`config.mk`:
```
export PLATFORM = sky130hd
export DESIGN_NAME = sorted_priority_queue_core
export DESIGN_NICKNAME = d
export VERILOG_FILES = /design/src/hdl/spq_pkg.sv /design/src/hdl/spq_ctrl.sv /design/src/hdl/spq_datapath.sv /design/src/hdl/sorted_priority_queue_core.sv
export VERILOG_INCLUDE_DIRS = /design/src /design/src/hdl
export SDC_FILE = /design/constraint.sdc
export NUM_CORES = 1
export LEC_CHECK = 0
export BUFFER_PORTS_ARGS = -buffer_cell sky130_fd_sc_hd__buf_4
export CORE_ASPECT_RATIO = 1.5
export CORE_MARGIN = 5
export CORE_UTILIZATION = 35
export DETAILED_ROUTE_END_ITERATION = 16
export PLACE_DENSITY = 0.47
export SKIP_CTS_REPAIR_TIMING = 1
export SLEW_MARGIN = 20
export SYNTH_ARGS = -nofsm -noshare
export SYNTH_HDL_FRONTEND = slang
export SYNTH_SLANG_ARGS = --single-unit
```
`constraint.sdc`:
```
create_clock -name clk -period 4.4 [get_ports clk]
set_input_delay 0.44 -clock clk [delete_from_list [all_inputs] [get_ports clk]]
set_output_delay 0.44 -clock clk [all_outputs]
set_load 0.05 [all_outputs]
```
`src/hdl/sorted_priority_queue_core_macros.svh`:
```
// Assertion macros shared by the sorted priority queue RTL.
// Depends on nothing; included by the modules that carry assertions.
`ifndef SORTED_PRIORITY_QUEUE_CORE_MACROS_SVH
`define SORTED_PRIORITY_QUEUE_CORE_MACROS_SVH

// Same-cycle implication, masked during reset
`define SPQ_ASSERT_IMP(label, clk, rst, ante, cons, msg) \
  label: assert property (@(posedge clk) disable iff (rst) (ante) |-> (cons)) \
    else $error(msg);

// Next-cycle implication, masked during reset
`define SPQ_ASSERT_NXT(label, clk, rst, ante, cons, msg) \
  label: assert property (@(posedge clk) disable iff (rst) (ante) |=> (cons)) \
    else $error(msg);

`endif

```
`src/hdl/spq_pkg.sv`:
```
// Package of the sorted priority queue: sizes, codes and the
// controller/datapath interface structs. Depends on nothing.
`timescale 1ns / 1ps
`default_nettype none

package spq_pkg;

  localparam int QUEUE_DEPTH = 16;
  localparam int TAG_BITS    = 16;
  localparam int PRIO_BITS   = 4;
  localparam int COUNT_BITS  = $clog2(QUEUE_DEPTH + 1);

  typedef enum logic [0:0] {
    CMD_PUSH = 1'b0,
    CMD_POP  = 1'b1
  } cmd_t;

  typedef enum logic [1:0] {
    ST_DONE  = 2'd0,
    ST_EMPTY = 2'd1,
    ST_FULL  = 2'd2
  } status_t;

  typedef enum logic [0:0] {
    S_IDLE,
    S_EXEC
  } state_t;

  // Commands from controller to datapath
  typedef struct packed {
    logic    load;
    logic    push;
    logic    pop;
    logic    emit;
    status_t code;
  } ctrl_t;

  // Status from datapath to controller
  typedef struct packed {
    logic req_pop;
    logic empty;
    logic full;
  } stat_t;

endpackage

`default_nettype wire

```
`src/hdl/spq_ctrl.sv`:
```
// Controller of the sorted priority queue: accepts a command beat, then
// decides push, pop or reject in the execute cycle. Depends on spq_pkg.
`timescale 1ns / 1ps
`default_nettype none

module spq_ctrl (
  input  wire            clk,
  input  wire            rst,
  input  wire            start,
  output logic           busy,
  input  spq_pkg::stat_t stat,
  output spq_pkg::ctrl_t ctl
);
  import spq_pkg::*;

  state_t state;
  state_t state_next;

  // State register
  always_ff @(posedge clk) begin
    if (rst) begin
      state <= S_IDLE;
    end else begin
      state <= state_next;
    end
  end

  // Next state and commands
  always_comb begin
    state_next = state;
    ctl        = '0;
    ctl.code   = ST_DONE;
    busy       = (state != S_IDLE);
    case (state)
      S_IDLE: begin
        if (start) begin
          ctl.load   = 1'b1;
          state_next = S_EXEC;
        end
      end
      S_EXEC: begin
        ctl.emit   = 1'b1;
        state_next = S_IDLE;
        if (stat.req_pop) begin
          if (stat.empty) begin
            ctl.code = ST_EMPTY;
          end else begin
            ctl.pop = 1'b1;
          end
        end else begin
          if (stat.full) begin
            ctl.code = ST_FULL;
          end else begin
            ctl.push = 1'b1;
          end
        end
      end
      default: begin
        state_next = S_IDLE;
      end
    endcase
  end

endmodule

`default_nettype wire

```
`src/hdl/spq_datapath.sv`:
```
// Datapath of the sorted priority queue: request latch, sorted slot row
// with per-slot insert/shift logic, count and result registers.
// Depends on spq_pkg and the shared assertion macros.
`timescale 1ns / 1ps
`default_nettype none
`include "sorted_priority_queue_core_macros.svh"

module spq_datapath (
  input  wire                             clk,
  input  wire                             rst,
  input  spq_pkg::ctrl_t                  ctl,
  output spq_pkg::stat_t                  stat,
  input  wire                             cmd,
  input  wire  [spq_pkg::PRIO_BITS-1:0]   priority_req,
  input  wire  [spq_pkg::TAG_BITS-1:0]    msg_tag,
  output logic                            done,
  output logic                            out_valid,
  output logic [spq_pkg::PRIO_BITS-1:0]   out_priority,
  output logic [spq_pkg::TAG_BITS-1:0]    out_tag,
  output logic [1:0]                      status,
  output logic [spq_pkg::COUNT_BITS-1:0]  entry_count
);
  import spq_pkg::*;

  logic                  req_cmd;
  logic [PRIO_BITS-1:0]  req_prio;
  logic [TAG_BITS-1:0]   req_tag;

  logic [PRIO_BITS-1:0]  slot_priority [QUEUE_DEPTH];
  logic [TAG_BITS-1:0]   slot_tag      [QUEUE_DEPTH];
  logic [COUNT_BITS-1:0] count;
  logic [COUNT_BITS-1:0] count_next;
  logic [QUEUE_DEPTH-1:0] keep;

  // Latch the request beat
  always_ff @(posedge clk) begin
    if (ctl.load) begin
      req_cmd  <= cmd;
      req_prio <= priority_req;
      req_tag  <= msg_tag;
    end
  end

  assign stat.req_pop = (req_cmd == CMD_POP);
  assign stat.empty   = (count == '0);
  assign stat.full    = (count == COUNT_BITS'(QUEUE_DEPTH));

  // Mark slots that stay ahead of a new entry (occupied, priority >= new)
  always_comb begin
    for (int i = 0; i < QUEUE_DEPTH; i++) begin
      keep[i] = (COUNT_BITS'(i) < count) && (slot_priority[i] >= req_prio);
    end
  end

  // Per-slot update: hold, take the new entry, shift down on push, shift up on pop
  for (genvar i = 0; i < QUEUE_DEPTH; i++) begin : g_slot
    always_ff @(posedge clk) begin
      if (ctl.push && !keep[i]) begin
        if (i == 0) begin
          slot_priority[i] <= req_prio;
          slot_tag[i]      <= req_tag;
        end else if (keep[(i == 0) ? 0 : i - 1]) begin
          slot_priority[i] <= req_prio;
          slot_tag[i]      <= req_tag;
        end else begin
          slot_priority[i] <= slot_priority[(i == 0) ? 0 : i - 1];
          slot_tag[i]      <= slot_tag[(i == 0) ? 0 : i - 1];
        end
      end else if (ctl.pop && (i < QUEUE_DEPTH - 1)) begin
        slot_priority[i] <= slot_priority[(i < QUEUE_DEPTH - 1) ? i + 1 : i];
        slot_tag[i]      <= slot_tag[(i < QUEUE_DEPTH - 1) ? i + 1 : i];
      end
    end
  end

  // Advance the entry count
  always_comb begin
    count_next = count;
    if (ctl.push) begin
      count_next = count + 1'b1;
    end else if (ctl.pop) begin
      count_next = count - 1'b1;
    end
  end

  always_ff @(posedge clk) begin
    if (rst) begin
      count <= '0;
      done  <= 1'b0;
    end else begin
      count <= count_next;
      done  <= ctl.emit;
    end
  end

  // Register the result beat
  always_ff @(posedge clk) begin
    if (ctl.emit) begin
      out_valid    <= ctl.pop;
      out_priority <= ctl.pop ? slot_priority[0] : '0;
      out_tag      <= ctl.pop ? slot_tag[0] : '0;
      status       <= ctl.code;
      entry_count  <= count_next;
    end
  end

  `SPQ_ASSERT_IMP(a_count_bound, clk, rst, 1'b1, count <= COUNT_BITS'(QUEUE_DEPTH), "count over depth")
  `SPQ_ASSERT_IMP(a_push_room, clk, rst, ctl.push, !stat.full, "push into full queue")
  `SPQ_ASSERT_NXT(a_pop_count, clk, rst, ctl.pop, count == $past(count) - 1'b1, "pop count slip")
  `SPQ_ASSERT_IMP(a_empty_zero, clk, rst, done && status == ST_EMPTY, entry_count == '0 && !out_valid, "empty result not clean")

endmodule

`default_nettype wire

```
`src/hdl/sorted_priority_queue_core.sv`:
```
// Sorted priority queue of 16 tagged entries. A command beat is taken when
// start is high and busy low; it is latched, then the execute state inserts into
// or shifts the slot row and its result beat is registered onto done. No new
// command is taken while busy. The receiver cannot stall; each result stands for one cycle.
// Synchronous reset empties the queue; slot contents are left as they were.
// Depends on spq_pkg, spq_ctrl and spq_datapath.
`timescale 1ns / 1ps
`default_nettype none

module sorted_priority_queue_core (
  input  wire                             clk,
  input  wire                             rst,
  input  wire                             start,
  output logic                            busy,
  input  wire                             cmd,
  input  wire  [spq_pkg::PRIO_BITS-1:0]   priority_req,
  input  wire  [spq_pkg::TAG_BITS-1:0]    msg_tag,
  output logic                            done,
  output logic                            out_valid,
  output logic [spq_pkg::PRIO_BITS-1:0]   out_priority,
  output logic [spq_pkg::TAG_BITS-1:0]    out_tag,
  output logic [1:0]                      status,
  output logic [spq_pkg::COUNT_BITS-1:0]  entry_count
);
  import spq_pkg::*;

  ctrl_t ctl;
  stat_t stat;

  // Sequence each command beat
  spq_ctrl u_ctrl (
    .clk   (clk),
    .rst   (rst),
    .start (start),
    .busy  (busy),
    .stat  (stat),
    .ctl   (ctl)
  );

  // Hold the sorted entries and build the result beat
  spq_datapath u_datapath (
    .clk          (clk),
    .rst          (rst),
    .ctl          (ctl),
    .stat         (stat),
    .cmd          (cmd),
    .priority_req (priority_req),
    .msg_tag      (msg_tag),
    .done         (done),
    .out_valid    (out_valid),
    .out_priority (out_priority),
    .out_tag      (out_tag),
    .status       (status),
    .entry_count  (entry_count)
  );

endmodule

`default_nettype wire

```
=== After elaboration in Yosys (flattened, before gate mapping) ===
Memories as Yosys holds them, arrays and structs flattened.
Index checks and enable logic that the tools add are counted.

* Word-level logic and storage cells: 354
* Bits of input ports: 24
* RAM bits: 320
* Output and inout port bits: 30
* Memories: 2
* Bits in registers: 56

* Bitwise operators: 61
* Magnitude comparators: 32
* Mux-type cells: 196
* $add $sub $neg: 2
* Equality and inequality tests: 1
* Reduce and logical (&&, ||, !) cells: 49

{| class="wikitable"
|+ Memory list
! memory !! depth !! bits a word !! read ports !! clocked after memory_dff !! wr ports !! RTL line !! text
|-
| u_datapath.slot_tag || 16 || 16 || 16 || 0 || 16 || spq_datapath.sv:30 || <nowiki>logic [TAG_BITS-1:0] slot_tag [QUEUE_DEPTH];</nowiki>
|-
| u_datapath.slot_priority || 16 || 4 || 16 || 0 || 16 || spq_datapath.sv:29 || <nowiki>logic [PRIO_BITS-1:0] slot_priority [QUEUE_DEPTH];</nowiki>
|}

{| class="wikitable"
|+ Operator list
! kind !! count
|-
| 16-bit 2-to-1 mux || 30
|-
| 1-bit 2-to-1 mux || 130
|-
| 4-bit 2-to-1 mux || 30
|-
| 4-bit >= comparator || 16
|-
| 1-bit bitwise OR || 60
|-
| 4-bit by 5-bit less-than comparator with 1-bit output, first input constant || 8
|-
| 1-bit logical AND || 32
|-
| 3-bit by 5-bit less-than comparator with 1-bit output, first input constant || 4
|-
| 1-bit zero test || 16
|-
| 5-bit 2-to-1 mux || 3
|-
| 1-bit by 5-bit less-than comparator with 1-bit output, first input constant || 2
|-
| 2-bit by 5-bit less-than comparator with 1-bit output, first input constant || 2
|-
| 5-bit by 1-bit adder with 5-bit output, second input constant || 1
|-
| 5-bit == test, second input constant || 1
|-
| 5-bit zero test || 1
|-
| 5-bit by 1-bit subtractor with 5-bit output, second input constant || 1
|-
| 2-bit 2-to-1 mux || 2
|-
| 1-bit case mux with 2 select lines || 1
|-
| 1-bit NOT || 1
|}

=== Longest topological paths before layout ===
Gate-level depths: netlist (run 1).

* Word-level depth: 9
* Mapped depth: 10

=== Hierarchy ===
From an unflattened synthesis (run 1), not the netlist that was laid out.

* Cell total of the unflattened synthesis: 1,702
* Area total of the unflattened synthesis: 19,779.0 µm²

{| class="wikitable"
|+ Modules (own cells, without submodules)
! module !! instances !! area each (µm²) !! seq. area each (µm²) !! cells each
|-
| spq_datapath || 1 || 19,693.9 || 11,200.7 || 1,693
|-
| spq_ctrl || 1 || 85.1 || 20.0 || 9
|}

=== Worst setup path before layout (run 1) ===
Ideal clock, no wire load.

* Kind: reg2reg
* From: reg u_ctrl.state (netlist: u_ctrl.busy)
* To: mem u_datapath.slot_priority[11][0] (enable)
* Stages on the path, launching flop included: 5
* Library setup time: 425 ps
* Data arrival time: 3,518 ps
* Required time: 3,975 ps
* Path slack: 457 ps
* Period minus slack after synthesis: 3,943 ps
* Cells stage by stage: dfxtp_1 -> nand2b_1 -> a31o_2 -> buf_4 -> o21ai_0

{| class="wikitable"
|+ RTL lines
! element !! RTL line !! text
|-
| from (decl) || spq_ctrl.sv:16 || <nowiki>state_t state;</nowiki>
|-
| from (signal assigned) || spq_ctrl.sv:24 || <nowiki>state <= state_next;</nowiki>
|-
| to (decl) || spq_datapath.sv:29 ||
|}

==> flow_summary.json, run 1 <==
{
  "dr.first_iter.drc_count": 861,
  "drt-vias-per-instance": 5.65,
  "worstMarginPinSlew_ns": 1.00,
  "rr_startpoint": "u_datapath.req_prio[0]",
  "skew_ns": 0.0189,
  "min-delay-start": "msg_tag[9]",
  "grt_pass1_vias": 13400,
  "worstSetupEndpointType": "flop",
  "drc_errors": 0,
  "ys_seq_area_frac": 0.588,
  "first_pass_iters": 5,
  "cts.sinks": 376,
  "via_count": 13200,
  "slew_headroom": 0.332,
  "cts_tree": "built",
  "fp.dieH_um": 296,
  "synth_cell_types": 57,
  "grt_pass1_wl_um": 79300,
  "start_util": 0.354,
  "netlist.top_cell.by_area": "edfxtp_1",
  "fin_hold_ws_ns": 0.0617,
  "placed_area_mm2": 0.0202,
  "reg2reg_to": "u_datapath.slot_tag[3][1]",
  "die_area_mm2": 0.0593,
  "p_per_area_mw_per_mm2": 395,
  "rsz0062_at_grt": "no",
  "gp_congestion": 0.794,
  "drive_gt1_frac": 0.150,
  "cp-start-kind": "flop",
  "worstPathArrival_ns": 3.96,
  "syn_area_mm2": 0.0191,
  "area_growth_pct": 12.9,
  "synth_top_flop_cell": "edfxtp_1",
  "core_area_mm2": 0.0539,
  "grtUsageTotal": 0.166,
  "ioPinCount": 54,
  "route.antenna.remaining_nets": 0,
  "fp.dieW_um": 201,
  "hold_class": "input pin to flop",
  "hold_path_depth": 1,
  "avgSynthCellArea_um2": 11.9,
  "synthCells": 1603,
  "finalNetCount": 1706,
  "clock_latency_ns": 0.56,
  "reg2reg_slack_ns": 0.86,
  "clockRootBuffer": "clkbuf_16",
  "fin_area_mm2": 0.0215,
  "grt_max_degree": 96,
  "synth_area_leaders": "edfxtp_1 (58%), ha_1 (4.5%), a221o_1 (4.1%), a32oi_1 (3.6%), a21oi_1 (3.5%)",
  "hold_end": "u_datapath.req_tag[9]",
  "fmax_ghz": 0.282,
  "gr-total-overflow": 0,
  "maxCapViolCount": 0,
  "ir_drop_uv": 298,
  "io_buffers": 53,
  "status": "finished clean",
  "finalSetupViolCount": 0,
  "syn-num-nets": 1695,
  "synth_edf_count": 369,
  "total_leakage_power_nw": 7.37,
  "yosys_warnings": 0,
  "fin_setup_tns_ns": 0,
  "clk_pin_slew_ns": 0.06,
  "diodes": 0,
  "path_max_fanout": 22,
  "yosys.area.top_type_share": 0.581,
  "dp.final_hpwl_um": 36900,
  "slew_viol_final": 0,
  "ys_ff_latch": 376,
  "synthArstFlopShare": 0,
  "htree_levels": 2,
  "wl_um": 50400,
  "numCtsBuffers": 40,
  "r2r_cells": 7,
  "hold_viol_final": 0,
  "routedWlPerCell_um": 21.6,
  "antenna_found_initial": 0,
  "min_period_over_period": 0.805,
  "period_needed_ns": 3.54,
  "cts_buffer_depth": 3,
  "crit_required_ns": 4.82,
  "num_rows": 104,
  "path_class": "flop to flop"
}
through the flow:
stage,utilization,cells,power (mW),worst slack [ns]
finish,0.400,2333,8.50,0.858
global route,0.400,2333,8.85,0.697
CTS,0.400,2333,8.61,0.891
detailed placement,0.375,2261,5.15,0.902
global placement,0.375,2261,5.12,1.03
floorplan,-,1603,4.86,0.457
routing by layer:
| layer | wire length, um | track usage |
|---|---|---|
| met2 | 25600 | 0.300 |
| met4 | 1150 | 0.0455 |
| met3 | 2370 | 0.0177 |
| met1 | 21300 | 0.213 |
| met5 | 0 | 0 |
worst max-delay path: stages, from the launching register on:
cell,delay [ns]
edfxtp_1,1.00
ha_1,0.36
nand2b_1,0.13
a2111o_1,0.44
a31oi_2,0.19
buf_4,0.28
and2_1,0.70
a221o_1,0.27
Yosys cell counts, drive strengths merged (2+ instances only):
cell type  count
o221ai         5
xnor2          4
mux2          67
nand3         42
nor2b          8
a211o          3
a221o         79
nor3b          5
inv           25
edfxtp       369
clkbuf        65
nor2          64
nand2        164
dfxtp          7
and2          63
a31oi         48
a32oi         78
a21oi        137
a2111o         6
nand2b        15
buf           68
a31o           4
o21ai        171
a22oi          3
a21o           2
o31ai          6
or2            6
a21boi         2
o21a           2
o31a           2
o21bai         2
ha            68
o32ai          2
power breakdown:
part           total (mW)  internal, mW  switching, mW
registers            4.28          4.16          0.121
logic               0.788         0.298          0.490
clock network        3.43          1.96           1.47
total                8.50          6.42           2.08
cell usage in the layout (no fill, tap or decap), types with 3 or more instances in the layout:
cell type	Yosys	routed
a2111o_1	6	6
a211o_1	3	3
a21oi_1	135	133
a21oi_2	2	4
a221o_1	79	79
a22oi_1	3	3
a31oi_1	45	42
a31oi_4	1	4
a32oi_1	78	78
and2_1	63	63
buf_12	0	3
buf_4	7	99
bufinv_16	0	4
clkbuf_1	65	9
clkbuf_16	0	41
clkinv_1	0	6
clkinv_2	0	8
dfxtp_1	7	6
edfxtp_1	369	369
ha_1	68	68
inv_1	23	23
mux2_1	21	21
mux2_2	46	46
nand2_1	154	154
nand2_2	10	10
nand2b_1	15	15
nand3_1	42	42
nor2_1	63	63
nor2b_1	8	7
nor3b_1	5	5
o21ai_0	93	91
o21ai_1	78	78
o221ai_1	5	5
o31ai_2	2	4
or2_2	6	6
xnor2_1	4	4
area by class of cell:
class                   instances  area, um2
flip-flops and latches        376      11200
clock buffers                  50       1060
fillers                      5239      32300
well taps                     689        862
multi-input cells            1069       7240
inverters                      25        101
repair buffers                102        803
clock inverters                22        239
sequential cells by signal, indices dropped and copies added (netlist names):
| name | count |
|---|---|
| u_datapath.slot_tag | 256 |
| u_datapath.count | 5 |
| u_ctrl.busy | 1 |
| u_datapath.out_priority | 4 |
| u_datapath.status | 2 |
| u_datapath.entry_count | 5 |
| u_datapath.done | 1 |
| u_datapath.req_cmd | 1 |
| u_datapath.out_tag | 16 |
| u_datapath.req_tag | 16 |
| u_datapath.out_valid | 1 |
| u_datapath.req_prio | 4 |
| u_datapath.slot_priority | 64 |
cell families after synthesis:
| kind of cell | after synthesis | synth area share |
|---|---|---|
| AO/OA/AOI/OAI | 558 | 0.197 |
| flip-flops | 376 | 0.588 |
| AND/OR/NAND/NOR | 372 | 0.0912 |
| buffers and inverters | 158 | 0.0377 |
| adder cells (fa/ha/maj) | 68 | 0.0446 |
| multiplexers | 67 | 0.0396 |
| XOR/XNOR | 4 | 0.00184 |
how the worst max path moves through the flow:
stage	cells after the start	from	slack [ns]	endpoint
after global routing	7	u_datapath.req_prio[0]	0.70	u_datapath.slot_tag[3][1]
after global placement	6	u_datapath.req_prio[0]	1.03	u_datapath.slot_priority[4][3]
after floorplan	4	u_ctrl.busy	0.46	u_datapath.slot_priority[11][0]
after detailed placement	7	u_datapath.req_prio[0]	0.90	u_datapath.slot_tag[4][11]
after CTS	7	u_datapath.req_prio[0]	0.89	u_datapath.slot_tag[3][1]
final	7	u_datapath.req_prio[0]	0.86	u_datapath.slot_tag[3][1]
(Power assumes the default switching activity.)
==> run 2: changes to the inputs <==
- ABC_AREA: unset -> 1
- clock period: 4.4 -> 3.55 ns (I/O delays scaled with it)
==> run 2 against run 1 <==
Final area increased by 16%. Synthesized cell count grew 70%. Critical path depth grew 5. Combinational power grew 79%. Register-to-register slack worse by 0.26 ns. Via count rose by 38%. Sequential share of layout area decreased by 7.2 points. Clock power rose by 25%. Sequential cell count did not move. Sequential power increased by 25%. Largest cell class unchanged.
==> flow_summary.json, run 2 <==
{
  "cts.sinks": 376,
  "synth_common_cells": "nand2_1 (967), edfxtp_1 (369), inv_1 (343)",
  "num_rows": 113,
  "fin_area_mm2": 0.0250,
  "timing.critical_path.mode_cell": "nand2_1",
  "cts_buffer_depth": 3,
  "fp.dieH_um": 320,
  "worstMarginPinSlew_ns": 0.795,
  "synth_cell_types": 31,
  "avgSynthCellArea_um2": 8.22,
  "crit_required_ns": 3.86,
  "top_regs": "u_datapath.slot_tag: 256 flops, u_datapath.slot_priority: 64 flops",
  "hold_viol_final": 0,
  "diodes": 0,
  "worstSetupEndpointType": "flop",
  "final_common_cell": "nand2_1",
  "syn-num-nets": 2820,
  "rr_startpoint": "u_datapath.req_prio[2]",
  "slew_headroom": 0.470,
  "synth_edf_count": 369,
  "synthArstFlopShare": 0,
  "gr-total-overflow": 0,
  "finalSetupViolCount": 0,
  "yosys.area.top_type_share": 0.494,
  "clock_latency_ns": 0.58,
  "cp-start-kind": "flop",
  "layout_common_cells": "nand2_1 (967), edfxtp_1 (369), inv_1 (343)",
  "drc_errors": 0,
  "post-place-ws_ns": 0.656,
  "min-delay-start": "rst",
  "synthMostInstantiatedCell": "nand2_1",
  "wl_um": 70200,
  "via_count": 18200,
  "clockRootBuffer": "clkbuf_16",
  "synthCells": 2728,
  "synth_top_flop_cell": "edfxtp_1",
  "core_area_mm2": 0.0635,
  "synth_area_leaders": "edfxtp_1 (49%), nand2_1 (16%), nand3_1 (7.3%), nand4_1 (7.3%), inv_1 (5.7%)",
  "max_stage_delay_ns": 0.54,
  "syn_area_mm2": 0.0224,
  "critPathSlowestCell": "edfxtp_1",
  "drive_gt1_frac": 0.0804,
  "dp.final_hpwl_um": 50100,
  "slew_viol_final": 0,
  "die_area_mm2": 0.0694,
  "antenna_found_initial": 3,
  "p_per_area_mw_per_mm2": 443,
  "dr.first_iter.drc_count": 1240,
  "maxCapViolCount": 0,
  "crit_path_start": "u_datapath.req_prio[2]",
  "fmax_ghz": 0.338,
  "clk_pin_slew_ns": 0.06,
  "total_leakage_power_nw": 11.5,
  "grt_max_degree": 83,
  "path_class": "flop to flop",
  "numCtsBuffers": 42,
  "yosys_warnings": 0,
  "placed_area_mm2": 0.0235,
  "grt_pass1_wl_um": 110000,
  "cts_tree": "built",
  "fin_setup_tns_ns": 0,
  "start_util": 0.353,
  "largest_register": "u_datapath.slot_tag",
  "grtUsageTotal": 0.200,
  "gp_congestion": 0.842,
  "drt-vias-per-instance": 5.12,
  "io_buffers": 53,
  "setup_ws_ns": 0.594,
  "largest_reg_flops": 256,
  "finalPower_mw": 11.1,
  "path_max_fanout": 17,
  "area_growth_pct": 11.4,
  "rsz0062_at_grt": "no",
  "grt_pass1_vias": 18800,
  "min_period_over_period": 0.833,
  "status": "finished clean",
  "worstPathArrival_ns": 3.26,
  "ir_drop_uv": 368,
  "fp.dieW_um": 217,
  "routedWlPerCell_um": 19.8,
  "hold_class": "input pin to flop",
  "route.antenna.remaining_nets": 0,
  "period_needed_ns": 2.96,
  "finalNetCount": 2812,
  "ys_seq_area_frac": 0.500,
  "crit_chain": "inv_1 -> buf_4 -> ha_1 -> nand2_1 -> inv_1 -> nand2_1 -> nand3_1 -> nand2_2 -> buf_4 -> nand4_1 -> nand3_1 -> nand2_1",
  "netlist.top_cell.by_area": "edfxtp_1",
  "first_pass_iters": 7,
  "ys_ff_latch": 376,
  "htree_levels": 2,
  "skew_ns": 0.0285,
  "ioPinCount": 54
}
[run 2: cell types whose count changed in the layout (fill, tap and decap cells not counted), moves of 79 or more]
cell     previous run  this run
nand2_1           154       967
nand3_1            42       327
nand4_1             0       261
a21oi_1           133        41
a221o_1            79         0
inv_1              23       343
[run 2: cell type report]
type | count | area, um2
fillers | 6444 | 38500
flip-flops and latches | 376 | 11200
multi-input cells | 1796 | 8750
repair buffers | 156 | 1400
inverters | 348 | 1320
clock buffers | 56 | 1150
well taps | 805 | 1010
clock inverters | 17 | 136
[run 2: path summary, 6_finish.rpt]
path,to,cells after the start,slack [ns]
max,u_datapath.slot_tag[2][7],12,0.59
min,u_datapath.done,2,0.02
max reg2reg,u_datapath.slot_tag[2][7],12,0.59
min reg2reg,u_datapath.slot_tag[14][1],2,0.52
[run 2: cell families (layout without fill, tap and decap cells)]
logic type | Yosys count | in the layout | share of synthesized area
AO/OA/AOI/OAI | 91 | 91 | 0.0209
XOR/XNOR | 3 | 3 | 0.00117
adder cells (fa/ha/maj) | 68 | 68 | 0.0379
buffers and inverters | 556 | 577 | 0.111
flip-flops | 376 | 376 | 0.500
AND/OR/NAND/NOR | 1634 | 1634 | 0.329
[run 2: power breakdown]
group	switching [mW]	internal, mW
logic	0.951	0.461
registers	0.161	5.20
clock network	1.88	2.42
total	2.99	8.08
[run 2: worst max-delay path: cells and delay by family (launching register included)]
kind / cells / cell delay, ns
adders and majority gates: 1 / 0.31
and+or+nand+nor: 7 / 1.06
buffers and inverters: 4 / 0.76
DFF: 1 / 0.54
[run 2: routing by layer]
| metal | part of all wire | GRT usage | up-vias |
|---|---|---|---|
| met2 | 0.51 | 0.360 | 461 |
| met4 | 0.048 | 0.0896 | 4 |
| li1 | - | - | 9069 |
| met1 | 0.40 | 0.239 | 8535 |
| met3 | 0.043 | 0.0249 | 130 |
| met5 | 0.00048 | 0 | - |
[run 2: stage by stage]
| stage | utilization | cells | hold WS [ns] |
|---|---|---|---|
| after floorplan | - | 2728 | 0.424 |
| after global placement | 0.370 | 3460 | 0.500 |
| after detailed placement | 0.370 | 3460 | 0.506 |
| after CTS | 0.390 | 3533 | -0.0739 |
| after global routing | 0.394 | 3554 | 0.0144 |
| final | 0.394 | 3554 | 0.0173 |
